<file path="src/ffha_pkg.sv">
// Shared types and constants for the first-fit heap allocator.
package ffha_pkg;

    localparam int MAX_BLOCKS   = 64;
    localparam int HEADER_BYTES = 16;
    localparam int ALIGN_BYTES  = 8;

    localparam int IDX_W = $clog2(MAX_BLOCKS);
    localparam int CNT_W = IDX_W + 1;

    localparam logic [CNT_W-1:0] CNT_MAX = CNT_W'(MAX_BLOCKS);
    localparam logic [31:0]      HDR     = 32'(HEADER_BYTES);
    localparam logic [31:0]      ALN_M1  = 32'(ALIGN_BYTES - 1);

    localparam logic OP_ALLOC = 1'b0;
    localparam logic OP_FREE  = 1'b1;

    localparam logic [2:0] ST_OK       = 3'd0;
    localparam logic [2:0] ST_ZERO     = 3'd1;
    localparam logic [2:0] ST_NOFIT    = 3'd2;
    localparam logic [2:0] ST_BAD_FREE = 3'd3;
    localparam logic [2:0] ST_FULL     = 3'd4;

    localparam logic [1:0] CFG_HEAP_BASE  = 2'd0;
    localparam logic [1:0] CFG_HEAP_BYTES = 2'd1;

    typedef struct packed {
        logic        operation;
        logic [30:0] request_bytes;
        logic [31:0] release_address;
    } t_req;

    typedef struct packed {
        logic [2:0]  status;
        logic [31:0] payload_address;
        logic [30:0] granted_bytes;
    } t_rsp;

    typedef struct packed {
        logic [31:0] offset;
        logic [31:0] payload;
        logic        is_free;
    } t_ent;

endpackage

</file>
<file path="src/ffha_mem.sv">
// Block table memory: one write port, one registered read port.
module ffha_mem (
    input  logic                  i_clk,
    input  logic                  i_we,
    input  logic [ffha_pkg::IDX_W-1:0] i_wa,
    input  ffha_pkg::t_ent        i_wd,
    input  logic                  i_re,
    input  logic [ffha_pkg::IDX_W-1:0] i_ra,
    output ffha_pkg::t_ent        o_rd
);
    import ffha_pkg::*;

    t_ent r_mem [MAX_BLOCKS];
    t_ent r_rd;

    always_ff @(posedge i_clk) begin
        if (i_we) begin
            r_mem[i_wa] <= i_wd;
        end
        if (i_re) begin
            r_rd <= r_mem[i_ra];
        end
    end

    assign o_rd = r_rd;
endmodule

</file>
<file path="src/first_fit_heap_allocator.sv">
// First-fit heap allocator: a sequencer walks an address-ordered block table held in one
// synchronous memory, one entry read per cycle. An allocate or free scans from entry 0
// until the first fit or the matching block, then shifts the entries above it up by one
// on a split or down by one or two on a merge, one entry per cycle, and writes the updated
// block entries. Zero-size allocate requests skip the scan and return status ZERO.
// After reset and after every heap_bytes write the table is rebuilt as one free block
// once the sequencer is idle. Exactly one result transaction follows every accepted
// request.
module first_fit_heap_allocator (
    input  logic             i_clk,
    input  logic             i_rst_n,
    input  logic             i_in_valid,
    output logic             o_in_stall,
    input  ffha_pkg::t_req   i_in_data,
    output logic             o_out_valid,
    input  logic             i_out_stall,
    output ffha_pkg::t_rsp   o_out_data,
    input  logic             i_cfg_valid,
    output logic             o_cfg_ready,
    input  logic [1:0]       i_cfg_index,
    input  logic [31:0]      i_cfg_data
);
    import ffha_pkg::*;

    localparam logic [3:0] S_IDLE = 4'd0;
    localparam logic [3:0] S_SCAN = 4'd1;
    localparam logic [3:0] S_NEXT = 4'd2;
    localparam logic [3:0] S_SHU  = 4'd3;
    localparam logic [3:0] S_WA   = 4'd4;
    localparam logic [3:0] S_WB   = 4'd5;
    localparam logic [3:0] S_FW   = 4'd6;
    localparam logic [3:0] S_SHD  = 4'd7;
    localparam logic [3:0] S_DONE = 4'd8;

    logic [3:0]       r_state, n_state;
    logic             r_pend, n_pend;
    logic [CNT_W-1:0] r_count, n_count;
    logic [31:0]      r_base;
    logic [30:0]      r_bytes;
    logic             r_op, n_op;
    logic [31:0]      r_rnd, n_rnd;
    logic [32:0]      r_need, n_need;
    logic [31:0]      r_rel, n_rel;
    logic [CNT_W-1:0] r_ra, n_ra;
    logic             r_dv, n_dv;
    logic [IDX_W-1:0] r_di, n_di;
    logic [IDX_W-1:0] r_hi, n_hi;
    t_ent             r_hit, n_hit;
    t_ent             r_prev, n_prev;
    logic             r_split, n_split;
    logic [IDX_W-1:0] r_wi, n_wi;
    logic [1:0]       r_k, n_k;
    t_rsp             r_res, n_res;
    logic             r_out_valid, n_out_valid;
    t_rsp             r_out, n_out;

    logic             mem_we, mem_re;
    logic [IDX_W-1:0] mem_wa, mem_ra;
    t_ent             mem_wd, rd;

    logic             cfg_wr, accept, issue, hit, pm, nm;
    logic [31:0]      in_rnd, pay_a, pay_b, p0;

    ffha_mem u_mem (
        .i_clk (i_clk),
        .i_we  (mem_we),
        .i_wa  (mem_wa),
        .i_wd  (mem_wd),
        .i_re  (mem_re),
        .i_ra  (mem_ra),
        .o_rd  (rd)
    );

    assign o_cfg_ready = 1'b1;
    assign cfg_wr      = i_cfg_valid;
    assign o_in_stall  = !(r_state == S_IDLE && !r_pend);
    assign accept      = i_in_valid && !o_in_stall;
    assign o_out_valid = r_out_valid;
    assign o_out_data  = r_out;

    assign in_rnd = ({1'b0, i_in_data.request_bytes} + ALN_M1) & ~ALN_M1;
    assign p0     = ({1'b0, r_bytes} >= HDR) ? {1'b0, r_bytes} - HDR : 32'd0;

    always_comb begin
        n_state = r_state;  n_pend = r_pend;   n_count = r_count;
        n_op = r_op;        n_rnd = r_rnd;     n_need = r_need;   n_rel = r_rel;
        n_ra = r_ra;        n_dv = 1'b0;       n_di = r_di;       n_hi = r_hi;
        n_hit = r_hit;      n_prev = r_prev;   n_split = r_split; n_wi = r_wi;
        n_k = r_k;          n_res = r_res;     n_out = r_out;
        n_out_valid = r_out_valid && i_out_stall;
        mem_we = 1'b0;  mem_wa = '0;  mem_wd = '0;
        mem_re = 1'b0;  mem_ra = r_ra[IDX_W-1:0];
        issue = 1'b0;  hit = 1'b0;  pm = 1'b0;  nm = 1'b0;
        pay_a = '0;  pay_b = '0;

        case (r_state)
            S_IDLE: begin
                if (r_pend) begin
                    mem_we  = 1'b1;
                    mem_wa  = '0;
                    mem_wd  = '{offset: 32'd0, payload: p0, is_free: 1'b1};
                    n_count = CNT_W'(1);
                    n_pend  = 1'b0;
                end else if (accept) begin
                    n_op   = i_in_data.operation;
                    n_rnd  = in_rnd;
                    n_need = {1'b0, in_rnd} + {1'b0, HDR};
                    n_rel  = i_in_data.release_address;
                    n_ra   = '0;
                    n_res  = '0;
                    if (i_in_data.operation == OP_ALLOC && i_in_data.request_bytes == '0) begin
                        n_res.status = ST_ZERO;
                        n_state      = S_DONE;
                    end else begin
                        n_state = S_SCAN;
                    end
                end
            end
            S_SCAN: begin
                issue = r_ra < r_count;
                if (issue) begin
                    mem_re = 1'b1;
                    n_ra   = r_ra + CNT_W'(1);
                    n_dv   = 1'b1;
                    n_di   = r_ra[IDX_W-1:0];
                end
                if (r_dv) begin
                    if (r_op == OP_ALLOC) begin
                        hit = rd.is_free && ({1'b0, rd.payload} >= r_need);
                    end else begin
                        hit = !rd.is_free && (r_base + rd.offset + HDR == r_rel);
                    end
                end
                if (hit) begin
                    n_hit   = rd;
                    n_hi    = r_di;
                    n_state = S_NEXT;
                end else if (r_dv) begin
                    n_prev = rd;
                end else if (!issue) begin
                    n_res.status = (r_op == OP_ALLOC) ? ST_NOFIT : ST_BAD_FREE;
                    n_state      = S_DONE;
                end
            end
            S_NEXT: begin
                if (r_op == OP_ALLOC) begin
                    if ({1'b0, r_hit.payload} > r_need) begin
                        if (r_count == CNT_MAX) begin
                            n_res.status = ST_FULL;
                            n_state      = S_DONE;
                        end else begin
                            n_res   = '{status: ST_OK,
                                        payload_address: r_base + r_hit.offset + HDR,
                                        granted_bytes: r_rnd[30:0]};
                            n_split = 1'b1;
                            n_ra    = r_count - CNT_W'(1);
                            n_state = S_SHU;
                        end
                    end else begin
                        n_res   = '{status: ST_OK,
                                    payload_address: r_base + r_hit.offset + HDR,
                                    granted_bytes: r_hit.payload[30:0]};
                        n_split = 1'b0;
                        n_state = S_WA;
                    end
                end else begin
                    pm = (r_hi != '0) && r_prev.is_free;
                    nm = ({1'b0, r_hi} + CNT_W'(1) < r_count) && rd.is_free;
                    pay_a = pm ? r_prev.payload + HDR : 32'd0;
                    pay_b = nm ? rd.payload + HDR : 32'd0;
                    n_res = '{status: ST_OK, payload_address: 32'd0,
                              granted_bytes: r_hit.payload[30:0]};
                    n_hit.offset  = pm ? r_prev.offset : r_hit.offset;
                    n_hit.payload = pay_a + r_hit.payload + pay_b;
                    n_hit.is_free = 1'b1;
                    n_wi = pm ? r_hi - IDX_W'(1) : r_hi;
                    n_k  = {1'b0, pm} + {1'b0, nm};
                    // first surviving entry above the merged run
                    n_ra = {1'b0, r_hi} + CNT_W'(1) + (nm ? CNT_W'(1) : CNT_W'(0));
                    n_state = S_FW;
                end
            end
            S_SHU: begin
                // move entries above the split block up by one, top first
                if (r_dv) begin
                    mem_we = 1'b1;
                    mem_wa = r_di + IDX_W'(1);
                    mem_wd = rd;
                end
                issue = r_ra > {1'b0, r_hi};
                if (issue) begin
                    mem_re = 1'b1;
                    n_ra   = r_ra - CNT_W'(1);
                    n_dv   = 1'b1;
                    n_di   = r_ra[IDX_W-1:0];
                end else if (!r_dv) begin
                    n_state = S_WA;
                end
            end
            S_WA: begin
                mem_we = 1'b1;
                mem_wa = r_hi;
                mem_wd = '{offset: r_hit.offset,
                           payload: r_split ? r_rnd : r_hit.payload, is_free: 1'b0};
                n_state = r_split ? S_WB : S_DONE;
            end
            S_WB: begin
                mem_we  = 1'b1;
                mem_wa  = r_hi + IDX_W'(1);
                mem_wd  = '{offset: r_hit.offset + HDR + r_rnd,
                            payload: r_hit.payload - r_need[31:0], is_free: 1'b1};
                n_count = r_count + CNT_W'(1);
                n_state = S_DONE;
            end
            S_FW: begin
                mem_we  = 1'b1;
                mem_wa  = r_wi;
                mem_wd  = r_hit;
                n_state = (r_k == 2'd0) ? S_DONE : S_SHD;
            end
            S_SHD: begin
                // close the gap left by merged entries, bottom first
                if (r_dv) begin
                    mem_we = 1'b1;
                    mem_wa = r_di - IDX_W'(r_k);
                    mem_wd = rd;
                end
                issue = r_ra < r_count;
                if (issue) begin
                    mem_re = 1'b1;
                    n_ra   = r_ra + CNT_W'(1);
                    n_dv   = 1'b1;
                    n_di   = r_ra[IDX_W-1:0];
                end else if (!r_dv) begin
                    n_count = r_count - CNT_W'(r_k);
                    n_state = S_DONE;
                end
            end
            S_DONE: begin
                if (!r_out_valid || !i_out_stall) begin
                    n_out       = r_res;
                    n_out_valid = 1'b1;
                    n_state     = S_IDLE;
                end
            end
            default: begin
                n_state = S_IDLE;
            end
        endcase

        if (cfg_wr && i_cfg_index == CFG_HEAP_BYTES) begin
            n_pend = 1'b1;
        end
    end

    always_ff @(posedge i_clk) begin
        if (!i_rst_n) begin
            r_state     <= S_IDLE;
            r_pend      <= 1'b1;
            r_count     <= CNT_W'(1);
            r_base      <= 32'd0;
            r_bytes     <= 31'd65536;
            r_dv        <= 1'b0;
            r_out_valid <= 1'b0;
        end else begin
            r_state     <= n_state;
            r_pend      <= n_pend;
            r_count     <= n_count;
            r_dv        <= n_dv;
            r_out_valid <= n_out_valid;
            if (cfg_wr && i_cfg_index == CFG_HEAP_BASE) begin
                r_base <= i_cfg_data;
            end
            if (cfg_wr && i_cfg_index == CFG_HEAP_BYTES) begin
                r_bytes <= i_cfg_data[30:0];
            end
        end
    end

    always_ff @(posedge i_clk) begin
        r_op    <= n_op;
        r_rnd   <= n_rnd;
        r_need  <= n_need;
        r_rel   <= n_rel;
        r_ra    <= n_ra;
        r_di    <= n_di;
        r_hi    <= n_hi;
        r_hit   <= n_hit;
        r_prev  <= n_prev;
        r_split <= n_split;
        r_wi    <= n_wi;
        r_k     <= n_k;
        r_res   <= n_res;
        r_out   <= n_out;
    end
endmodule
</file>
<file path="config.mk">
export PLATFORM = sky130hd
export DESIGN_NAME = first_fit_heap_allocator
export DESIGN_NICKNAME = d
export VERILOG_FILES = /design/src/ffha_pkg.sv /design/src/ffha_mem.sv /design/src/first_fit_heap_allocator.sv
export SDC_FILE = /design/constraint.sdc
export NUM_CORES = 2
export LEC_CHECK = 0
export BUFFER_PORTS_ARGS = -buffer_cell sky130_fd_sc_hd__buf_2
export CORE_MARGIN = 2
export CORE_UTILIZATION = 60
export DETAILED_ROUTE_END_ITERATION = 8
export PLACE_DENSITY = 0.76
export SYNTH_ARGS = -nofsm -noshare
export SYNTH_HDL_FRONTEND = slang
export SYNTH_MEMORY_MAX_BITS = 65536
export SYNTH_SLANG_ARGS = --single-unit
export TNS_END_PERCENT = 1
</file>
<file path="constraint.sdc">
create_clock -name i_clk -period 22.3 [get_ports i_clk]
set_clock_uncertainty 0.1 [all_clocks]
set_input_delay 4.46 -clock i_clk [delete_from_list [all_inputs] [get_ports i_clk]]
set_output_delay 4.46 -clock i_clk [all_outputs]
set_load 0.02 [all_outputs]
</file>
==> summary.txt <==
Status - complete, but fails checks
Failing checks - max-capacitance violations, max-slew violations
Cell-internal power - 0.01840 W
Mapped Cells - 9,342
CP Capture Type - output port
Resize count post-CTS - 0
Starting density of the core - 60.21%
Worst hold slack - 0.2837 ns
Global-route wire length before repair - 845,700 um
Post-Syn Nets - 9,793
# hold bufs at CTS - 0
Number of flops mapped to enable cells by yosys - 4,606
Crit path launch type - flip-flop
Sequential fraction of the synthesis area - 73.15%
DR vias - 107.5k
CTS Root Cell - clkbuf_16
Core Util, Final - 67.19%
Final Wtd Congestion - 0.9679
Top post-synthesis cells by area - edfxtp_1, mux4_2, ha_1
Final Max Tran Viols - 60
Worst path slowest cell - nor3_1
All-Layer GR Usage - 38.02%
Port-buffer cells - 170
Worst Tran Pin Value - 1.547 ns
Final hold viol count - 0
Nets - 10.27k
Vias in the first global route - 105.6k
Distinct cells, synth - 87
Pwr Density - 126.2 nW/um^2
Logic gate share of total power - 29.3%
Avg WL per Cell - 42.66 um
Max Cap Violations - 4
CP Class - reg2out
Synth Cell Area - 191,200 um^2
Final worst path period need - 7.654 ns
CTS Buffer Depth - 4
Arrival time at the worst endpoint - 3.09 ns
Die width - 568.5 um
DR pass1 iterations - 9
Routed WL - 613,100 um
Final period util - 34.32%
Fraction of layout cells with a size suffix above 1 - 25.76%
Grt ovf - 0
Post-route DRC violation count - 0
Main flop type after synthesis - edfxtp_1
RSZ-0062 raised after global routing - false
Leading area contributor after synthesis - edfxtp_1
CP max FO - 20
Die Height - 568.5 um
Largest net degree at the start of global routing - 155
Antenna viol nets, final - 0
Post-CTS Setup Bufs - 0
Initial DRC Count - 19.43k
Setup violators final - 0
Later-pin clock latency in the skew report - 1.02 ns
Crit-path cells - or2_2 > nor3_1 > nand2_1 > buf_2
I/O Pins - 172
Vias per cell - 7.482
Sw Share - 31.65%
Clock slew at reported path FFs - 0.06 ns
Initial antenna violation count - 37
Async SR Flop Fraction - 0%
Yosys reg bits - 4,683
Sum of negative setup slack - 0 ns
Clock sink count - 4,683
Switching pwr - 0.008518 W
Clock Power Share - 28.3%
Hold Path Class - reg2reg
Core area - 317,500 um^2
Crit path required time - 17.74 ns
CTS buffer count - 445
Avg Inst Size Synth - 20.47 um^2
Sequential share of power - 42.4%
Worst vdd ir - 0.2076 mV
Power after layout - 0.02691 W
Static leakage - 69.29 nW
Yosys top cell area share - 72.34%
CTS tree - yes
Die ar. - 323,200 um^2
Post-DP HPWL - 306,300 um
Ys Warns - 0
Slew headroom - -3.379%
Max Clk Rate - 0.1307 GHz
Area Growth Syn to Fin - 11.59%
Row cnt - 207
H-Tree Level Count - 5
Biggest cell delay along the critical path - 0.59 ns
worst paths after layout:
path,slack [ns],endpoint,startpoint,cells after the start
hold reg to reg,0.28,o_out_data[24],r_res[24],0
setup reg to reg,14.70,r_hit[32],r_hi[0],25
setup / recovery,14.65,o_in_stall,r_state[2],4
hold / removal,0.28,o_out_data[24],r_res[24],0
power by group through the flow:
stage / clock network [W] / logic, W / registers, W
5_1_grt: 0.00792 / 0.00813 / 0.0114
3_3_place_gp: 0 / 0.00725 / 0.0115
2_1_floorplan: 0 / 0.00485 / 0.0116
3_5_place_dp: 0 / 0.00743 / 0.0116
4_1_cts: 0.00764 / 0.00771 / 0.0114
6_report: 0.00763 / 0.00788 / 0.0114
cell families (layout without fill, tap and decap cells):
logic type / Yosys count / after routing / synth area share, %
multiplexers: 1382 / 1382 / 16.17
buffers and inverters: 557 / 1394 / 1.105
AO/OA/AOI/OAI: 829 / 829 / 2.806
other: 2 / 14 / 0.003928
AND/OR/NAND/NOR: 1244 / 1244 / 2.971
adder cells (fa/ha/maj): 349 / 349 / 2.436
flip-flops: 4683 / 4683 / 73.15
XOR/XNOR: 296 / 296 / 1.360
placed cells by master (no fill, tap or decap), types with 23 or more instances in the layout:
cell / instances
nand4_1: 36
ha_1: 309
o21bai_1: 25
clkinv_2: 85
buf_2: 170
mux4_2: 1365
nor4_1: 26
nand2_1: 509
a222oi_1: 29
and3_1: 36
clkinv_1: 96
fa_1: 39
edfxtp_1: 4606
and2_1: 23
bufinv_16: 39
clkbuf_16: 455
nor2b_1: 29
nor2_4: 66
a21o_1: 71
nor3_1: 73
o21ai_4: 27
clkbuf_1: 95
a211oi_1: 27
inv_1: 126
dfxtp_1: 77
buf_4: 271
a21oi_1: 263
xor2_1: 128
o21a_1: 34
xnor2_1: 167
nor2_1: 243
a22oi_1: 32
o21ai_0: 131
nand3_1: 72
layout make-up:
| class | count | area (um^2) |
|---|---|---|
| Timing Repair Buffer | 456 | 3193 |
| Sequential cell | 4683 | 139900 |
| Clock inverter | 259 | 2380 |
| Multi-Input combinational cell | 4102 | 50430 |
| Fill cell | 18579 | 104200 |
| Clock buffer | 550 | 11740 |
| Antenna cell | 12 | 30.03 |
| Inverter | 129 | 484.2 |
| Tap cell | 4180 | 5230 |
metal layers:
| layer | track usage [%] | vias up | wire length, um |
|---|---|---|---|
| li1 | - | 39766 | - |
| met1 | 48.90 | 55219 | 198600 |
| met2 | 59.36 | 10294 | 288200 |
| met3 | 11.02 | 2203 | 85070 |
| met4 | 20.17 | 36 | 41070 |
| met5 | 0 | - | 241 |
critical path, delay by kind of cell, from the launching register on:
family	cells	cell delay [ns]
buffers and inverters	1	0.23
DFF	1	0.55
and+or+nand+nor	3	1.35
state kept, by name (all words and copies together) (netlist names), 7 cells and up:
| signal | count |
|---|---|
| r_rnd | 29 |
| u_mem.o_rd | 65 |
| r_need | 29 |
| r_hit | 65 |
| o_out_data | 66 |
| r_prev | 65 |
| r_res | 66 |
| u_mem.r_mem | 4160 |
| r_count | 7 |
| r_rel | 32 |
| r_ra | 7 |
| r_bytes | 31 |
| r_base | 32 |
through the flow:
stage               setup WS, ns  cell area [um^2]  instances
detailed placement         14.29            199100      13544
global placement           14.24            199100      13544
CTS                        14.68            213200      14353
finish                     14.65            213300      14371
global route               14.18            213300      14360
floorplan                  11.04            191200       9342
cell usage after synthesis (9+ instances only):
master and n:
o31ai_1 14, a21boi_0 10, fa_1 39, nor2_1 312, edfxtp_1 4606, nand3_1 76
a31oi_1 21, and3_1 37, nand4_1 36, inv_1 127, xor2_1 128, a21oi_1 265
xnor2_1 167, and2_1 23, o21a_1 34, o221ai_1 18, a211oi_1 28, a222oi_1 29
nor4_1 28, and4_1 11, nand2_1 511, a221oi_1 9, o211ai_1 20, a21o_1 71
nand3b_1 11, o2111ai_1 9, nor3b_1 10, nand2b_1 21, o22ai_1 19, or2_2 21
or3_1 14, ha_1 309, buf_2 11, buf_1 101, mux4_2 1365, mux2i_1 14
o21ai_0 158, nor3_1 73, a22oi_1 32, o21bai_1 26, dfxtp_1 77, clkbuf_1 314
nor2b_1 29
Note: power is estimated with default switching activity, not from simulation.
